==> config.mk <==
export PLATFORM = sky130hd
export DESIGN_NAME = mtwg_ctrl
export DESIGN_NICKNAME = d
export VERILOG_FILES = /design/src/hdl/mtwg_pkg.sv /design/src/hdl/mtwg_ctrl.sv
export SDC_FILE = /design/constraint.sdc
export NUM_CORES = 1
export LEC_CHECK = 0
export BUFFER_PORTS_ARGS = -buffer_cell sky130_fd_sc_hd__buf_2
export CAP_MARGIN = 0
export CORE_UTILIZATION = 40
export DETAILED_ROUTE_END_ITERATION = 16
export PLACE_DENSITY = 0.65
export SYNTH_ARGS = -nofsm -noshare
export SYNTH_HDL_FRONTEND = slang
export SYNTH_SLANG_ARGS = --single-unit
==> constraint.sdc <==
create_clock -name i_clk -period 5.5 [get_ports i_clk]
set_clock_uncertainty 0.05 [all_clocks]
set_input_delay 0.825 -clock i_clk [delete_from_list [all_inputs] [get_ports i_clk]]
set_output_delay 0.825 -clock i_clk [all_outputs]
set_load 0.1 [all_outputs]
==> src/hdl/mtwg_pkg.sv <==
// Shared constants and controller/datapath interface types for the MT19937 word generator.
package mtwg_pkg;

    localparam int STATE_WORDS  = 624;
    localparam int TWIST_OFFSET = 397;

    localparam int IDX_W   = $clog2(STATE_WORDS);
    localparam int OFF_MOD = TWIST_OFFSET % STATE_WORDS;

    localparam logic [31:0] SEED_RESET   = 32'd5489;
    localparam logic [31:0] INIT_MULT    = 32'd1812433253;
    localparam int          INIT_SHIFT   = 30;
    localparam logic [31:0] TWIST_MATRIX = 32'h9908_B0DF;
    localparam logic [31:0] UPPER_BIT    = 32'h8000_0000;
    localparam logic [31:0] LOWER_BITS   = 32'h7FFF_FFFF;
    localparam int          TEMPER_U     = 11;
    localparam int          TEMPER_S     = 7;
    localparam logic [31:0] TEMPER_B     = 32'h9D2C_5680;
    localparam int          TEMPER_T     = 15;
    localparam logic [31:0] TEMPER_C     = 32'hEFC6_0000;
    localparam int          TEMPER_L     = 18;

    typedef logic [IDX_W-1:0] t_idx;
    typedef logic [31:0]      t_word;

    localparam t_idx LAST_IDX = IDX_W'(STATE_WORDS - 1);

    // Commands from the controller to the datapath, one per state action.
    typedef struct packed {
        logic bld_first;  // write the seed to entry 0
        logic bld_mul;    // multiply step of the seeding recurrence
        logic bld_add;    // add the index and write the entry
        logic pos_clear;  // read position back to zero
        logic tw_pre;     // read entry 0 ahead of the twist pass
        logic tw_load;    // capture entry 0 as the current word
        logic tw_read;    // read the next and the offset entries
        logic tw_write;   // write the twisted entry
        logic out_read;   // read the entry at the read position
        logic out_load;   // temper into the output register, advance position
    } t_dp_cmd;

    typedef struct packed {
        logic idx_last;   // working index is at the last entry
        logic pos_zero;   // read position is zero
        logic out_free;   // output register can take a new word
    } t_dp_stat;

endpackage

==> src/hdl/mtwg_ctrl.sv <==
// Controller: sequences seeding, twisting and word output for each request transfer.
module mtwg_ctrl
    import mtwg_pkg::*;
(
    input  logic     i_clk,
    input  logic     i_rst_n,
    input  logic     i_valid,
    input  logic     i_restart,
    output logic     o_stall,
    input  t_dp_stat i_stat,
    output t_dp_cmd  o_cmd
);

    typedef enum logic [10:0] {
        S_IDLE      = 11'b000_0000_0001,
        S_BLD_FIRST = 11'b000_0000_0010,
        S_BLD_MUL   = 11'b000_0000_0100,
        S_BLD_ADD   = 11'b000_0000_1000,
        S_TW_PRE    = 11'b000_0001_0000,
        S_TW_LOAD   = 11'b000_0010_0000,
        S_TW_RD     = 11'b000_0100_0000,
        S_TW_WR     = 11'b000_1000_0000,
        S_OUT_RD    = 11'b001_0000_0000,
        S_OUT_LD    = 11'b010_0000_0000,
        S_SPARE     = 11'b100_0000_0000
    } t_state;

    t_state r_state;
    t_state n_state;
    logic   r_init_pending;
    logic   n_init_pending;
    logic   accept;

    assign o_stall = (r_state != S_IDLE);
    assign accept  = i_valid && !o_stall;

    always_comb begin
        n_state        = r_state;
        n_init_pending = r_init_pending;
        o_cmd          = '0;
        unique case (r_state)
            S_IDLE: begin
                if (accept) begin
                    if (i_restart || r_init_pending) begin
                        n_init_pending = 1'b0;
                        n_state        = S_BLD_FIRST;
                    end else if (i_stat.pos_zero) begin
                        n_state = S_TW_PRE;
                    end else begin
                        n_state = S_OUT_RD;
                    end
                end
            end
            S_BLD_FIRST: begin
                o_cmd.bld_first = 1'b1;
                n_state         = S_BLD_MUL;
            end
            S_BLD_MUL: begin
                o_cmd.bld_mul = 1'b1;
                n_state       = S_BLD_ADD;
            end
            S_BLD_ADD: begin
                o_cmd.bld_add = 1'b1;
                if (i_stat.idx_last) begin
                    o_cmd.pos_clear = 1'b1;
                    n_state         = S_TW_PRE;
                end else begin
                    n_state = S_BLD_MUL;
                end
            end
            S_TW_PRE: begin
                o_cmd.tw_pre = 1'b1;
                n_state      = S_TW_LOAD;
            end
            S_TW_LOAD: begin
                o_cmd.tw_load = 1'b1;
                n_state       = S_TW_RD;
            end
            S_TW_RD: begin
                o_cmd.tw_read = 1'b1;
                n_state       = S_TW_WR;
            end
            S_TW_WR: begin
                o_cmd.tw_write = 1'b1;
                n_state        = i_stat.idx_last ? S_OUT_RD : S_TW_RD;
            end
            S_OUT_RD: begin
                o_cmd.out_read = 1'b1;
                n_state        = S_OUT_LD;
            end
            S_OUT_LD: begin
                // Hold the word read from the table until the output register frees up.
                if (i_stat.out_free) begin
                    o_cmd.out_load = 1'b1;
                    n_state        = S_IDLE;
                end
            end
            default: begin
                n_state = S_IDLE;
            end
        endcase
    end

    always_ff @(posedge i_clk) begin
        if (!i_rst_n) begin
            r_state        <= S_IDLE;
            r_init_pending <= 1'b1;
        end else begin
            r_state        <= n_state;
            r_init_pending <= n_init_pending;
        end
    end

    a_restart_builds: assert property (@(posedge i_clk) disable iff (!i_rst_n)
        accept && i_restart |=> r_state == S_BLD_FIRST)
        else $error("restart transfer did not start a table rebuild");

    a_build_then_twist: assert property (@(posedge i_clk) disable iff (!i_rst_n)
        r_state == S_BLD_ADD && i_stat.idx_last |=> r_state == S_TW_PRE)
        else $error("table rebuild not followed by a twist pass");

    a_pending_cleared: assert property (@(posedge i_clk) disable iff (!i_rst_n)
        accept |=> !r_init_pending)
        else $error("initialization still pending after a transfer");

endmodule
==> key figures <==
Run
  – Max-cap check violation count: 0

Setup path
  – Critical path arrival: 2.47 ns
  – Max stage delay on crit path: 0.56 ns
  – Startpoint Class: flop
  – Crit path max fanout: 9
  – Worst setup EP type: output pin
  – Crit Path Category: reg2out
  – Slowest CP cell: or4_4
  – CP Cell Sequence: or4_4 -> or3_4 -> or3_4 -> nor2_1 -> buf_2
  – Req. time, crit path: 4.62 ns
  – Crit-path most repeated cell: or3_4

Clock network
  – H-Tree Depth: 1
  – Clock Sinks: 11
  – PostCTS Resize Cnt: 0
  – CTS tree: done
  – Cts hold-fix bufs: 0
  – Cts bufs inserted: 3
  – Clk buf depth: 2
  – Clock Pin Slew Worst Setup and Hold Paths: 0.07 ns
  – Post-CTS setup buffer count: 0
  – Worst-Skew Late Latency: 0.27 ns
  – CTS Root Cell: clkbuf_4

Logic synthesis
  – Post-synthesis register bit count: 11
  – Post-synthesis area per instance: 7.59 um2
  – Synth async-reset ratio: 0%
  – Syn Inst Count: 86
  – Top cell type's share of synthesized area: 33.7%
  – Netlist cell types: 32
  – Synth top area cells: dfxtp_1 (34%), nor3_1 (6.9%), nor2_1 (6.3%)
  – Cell accounting for the most synthesized area: dfxtp_1
  – Yosys warns: 0
  – Mapped Nets: 93
  – Dominant synthesized flop cell: dfxtp_1
  – Seq/Total Area, Yosys: 33.7%
  – Post-synth EDFFs: 0
  – Cell area after synthesis: 653 um2

Timing
  – Final Setup Violations: 0
  – Hold Violations, Final: 0
  – Slew HR: 57.8%
  – RSZ-0062 raised after global routing: false
  – FMAX: 299 MHz
  – Setup_tns: 0 ns
  – Worst hold margin: 0.411 ns
  – Slew Limit Fails: 0
  – Worst-margin pin slew: 0.628 ns
  – Final Cycle Share: 60.8%
  – Min Tclk post-route: 3.35 ns

Floorplanning
  – # IOs: 18
  – Height of the die: 42.4 um
  – Core Box Area: 0.00152 mm2
  – Site row count: 14
  – Die X: 42.4 um
  – Initial Utilization: 42.9%
  – Die area: 0.00180 mm2

Global routing
  – Initial antenna violation count: 0
  – First-pass GRT wire length: 2.61 mm
  – Pin count of the biggest net entering global routing: 10
  – Grt ovf: 0
  – Overall Global Routing Usage: 19.3%
  – Number of global-route vias before repair: 597

Layout
  – Most common cell after layout, fill and taps aside: buf_2
  – Fraction of layout instances using a drive strength above 1: 26.2%
  – Nets@finish: 111
  – Most frequent cells in the layout: buf_2 (17), nor2_1 (11), dfxtp_1 (11)
  – Fillers: 166
  – Area delta synth->final: 16.5%
  – Register area: 220 um2
  – Multi-input gate area: 390 um2
  – N_diodes: 0

Drt
  – Final antenna-violating net count: 0
  – First-pass detailed-route iteration total: 4
  – Drt via density: 5.88
  – Initial drt markers: 20
  – Final WL: 1.56 mm
  – DR vias: 700
  – DRC: 0
  – WL/cell: 13.1 um

Min path
  – Worst hold path class: reg2reg

Run status
  – Outcome: finished, final reports clean

Power
  – Pwr Density: 291 mW/mm2
  – Peak VDD IR: 0.278 mV
  – Leak: 0.332 nW

Placed design
  – HPWL after detailed placement: 1.20 mm
  – Placer Congestion: 0.827
  – Port Buf Inserts: 17
-- cell families (layout without fill, tap and decap cells) --
group | after synthesis | after routing | synth area share (%)
and+or+nand+nor | 50 | 50 | 43.1
AOI/OAI and AO/OA | 15 | 15 | 15.3
DFF | 11 | 11 | 33.7
buffers and inverters | 9 | 26 | 6.51
xor gates and xnor gates | 1 | 1 | 1.34
-- worst paths after layout --
| path | from | endpoint | slack (ns) | cells after the start |
|---|---|---|---|---|
| max reg2reg | r_state[8] | r_state[4] | 3.23 | 5 |
| min reg2reg | r_init_pending | r_init_pending | 0.41 | 2 |
| min | r_init_pending | r_init_pending | 0.41 | 2 |
| max | r_state[8] | o_cmd[4] | 2.15 | 5 |
-- sequential cells by signal, indices dropped and copies added, names as in the netlist --
register	count
r_init_pending	1
r_state	10
-- cell type report --
cell class,count,area share [%]
Inverter,5,2.47
Sequential cell,11,28.9
Timing Repair Buffer,17,11.2
Tap cell,16,2.63
Multi-Input combinational cell,66,51.3
Clock buffer,4,3.45
-- stage by stage --
| step | setup slack [ns] | total power [mW] | instances | cell area (um2) | util [%] |
|---|---|---|---|---|---|
| floorplan | 0.743 | 0.155 | 86 | 653 | - |
| global placement | 2.49 | 0.168 | 115 | 734 | 48.2 |
| detailed placement | 2.46 | 0.168 | 115 | 734 | 48.2 |
| CTS | 2.16 | 0.223 | 119 | 761 | 49.9 |
| global route | 2.06 | 0.235 | 119 | 761 | 49.9 |
| finish | 2.15 | 0.222 | 119 | 761 | 49.9 |
-- metal layers --
layer | track usage [%] | vias up | part of all wire [%]
met4 | 6.25 | 0 | 0.90
met5 | 0 | - | 0
li1 | - | 350 | -
met3 | 7.76 | 2 | 8.1
met1 | 23.8 | 316 | 44
met2 | 30.5 | 32 | 47
-- synthesized netlist by cell type, types with 2 or more instances --
library cell	n
inv_1	5
or4_1	2
nand2b_1	2
nor3b_1	2
nand2_1	8
a21oi_1	3
nor4_1	5
or3_4	2
dfxtp_1	11
clkbuf_1	2
o21ai_0	3
nand4_1	3
nor3_1	9
nor2_1	11
-- critical path: cells and delay by family (launching register included) --
kind / cells / cell delay [ns]
DFF: 1 / 0.39
buffers and inverters: 1 / 0.42
and+or+nand+nor: 4 / 1.39
-- power by group --
group / internal, mW / total [mW] / switching [mW]
logic: 0.0225 / 0.0754 / 0.0529
registers: 0.0845 / 0.0916 / 0.00707
clock network: 0.0281 / 0.0545 / 0.0264
(Power assumes the default switching activity.)
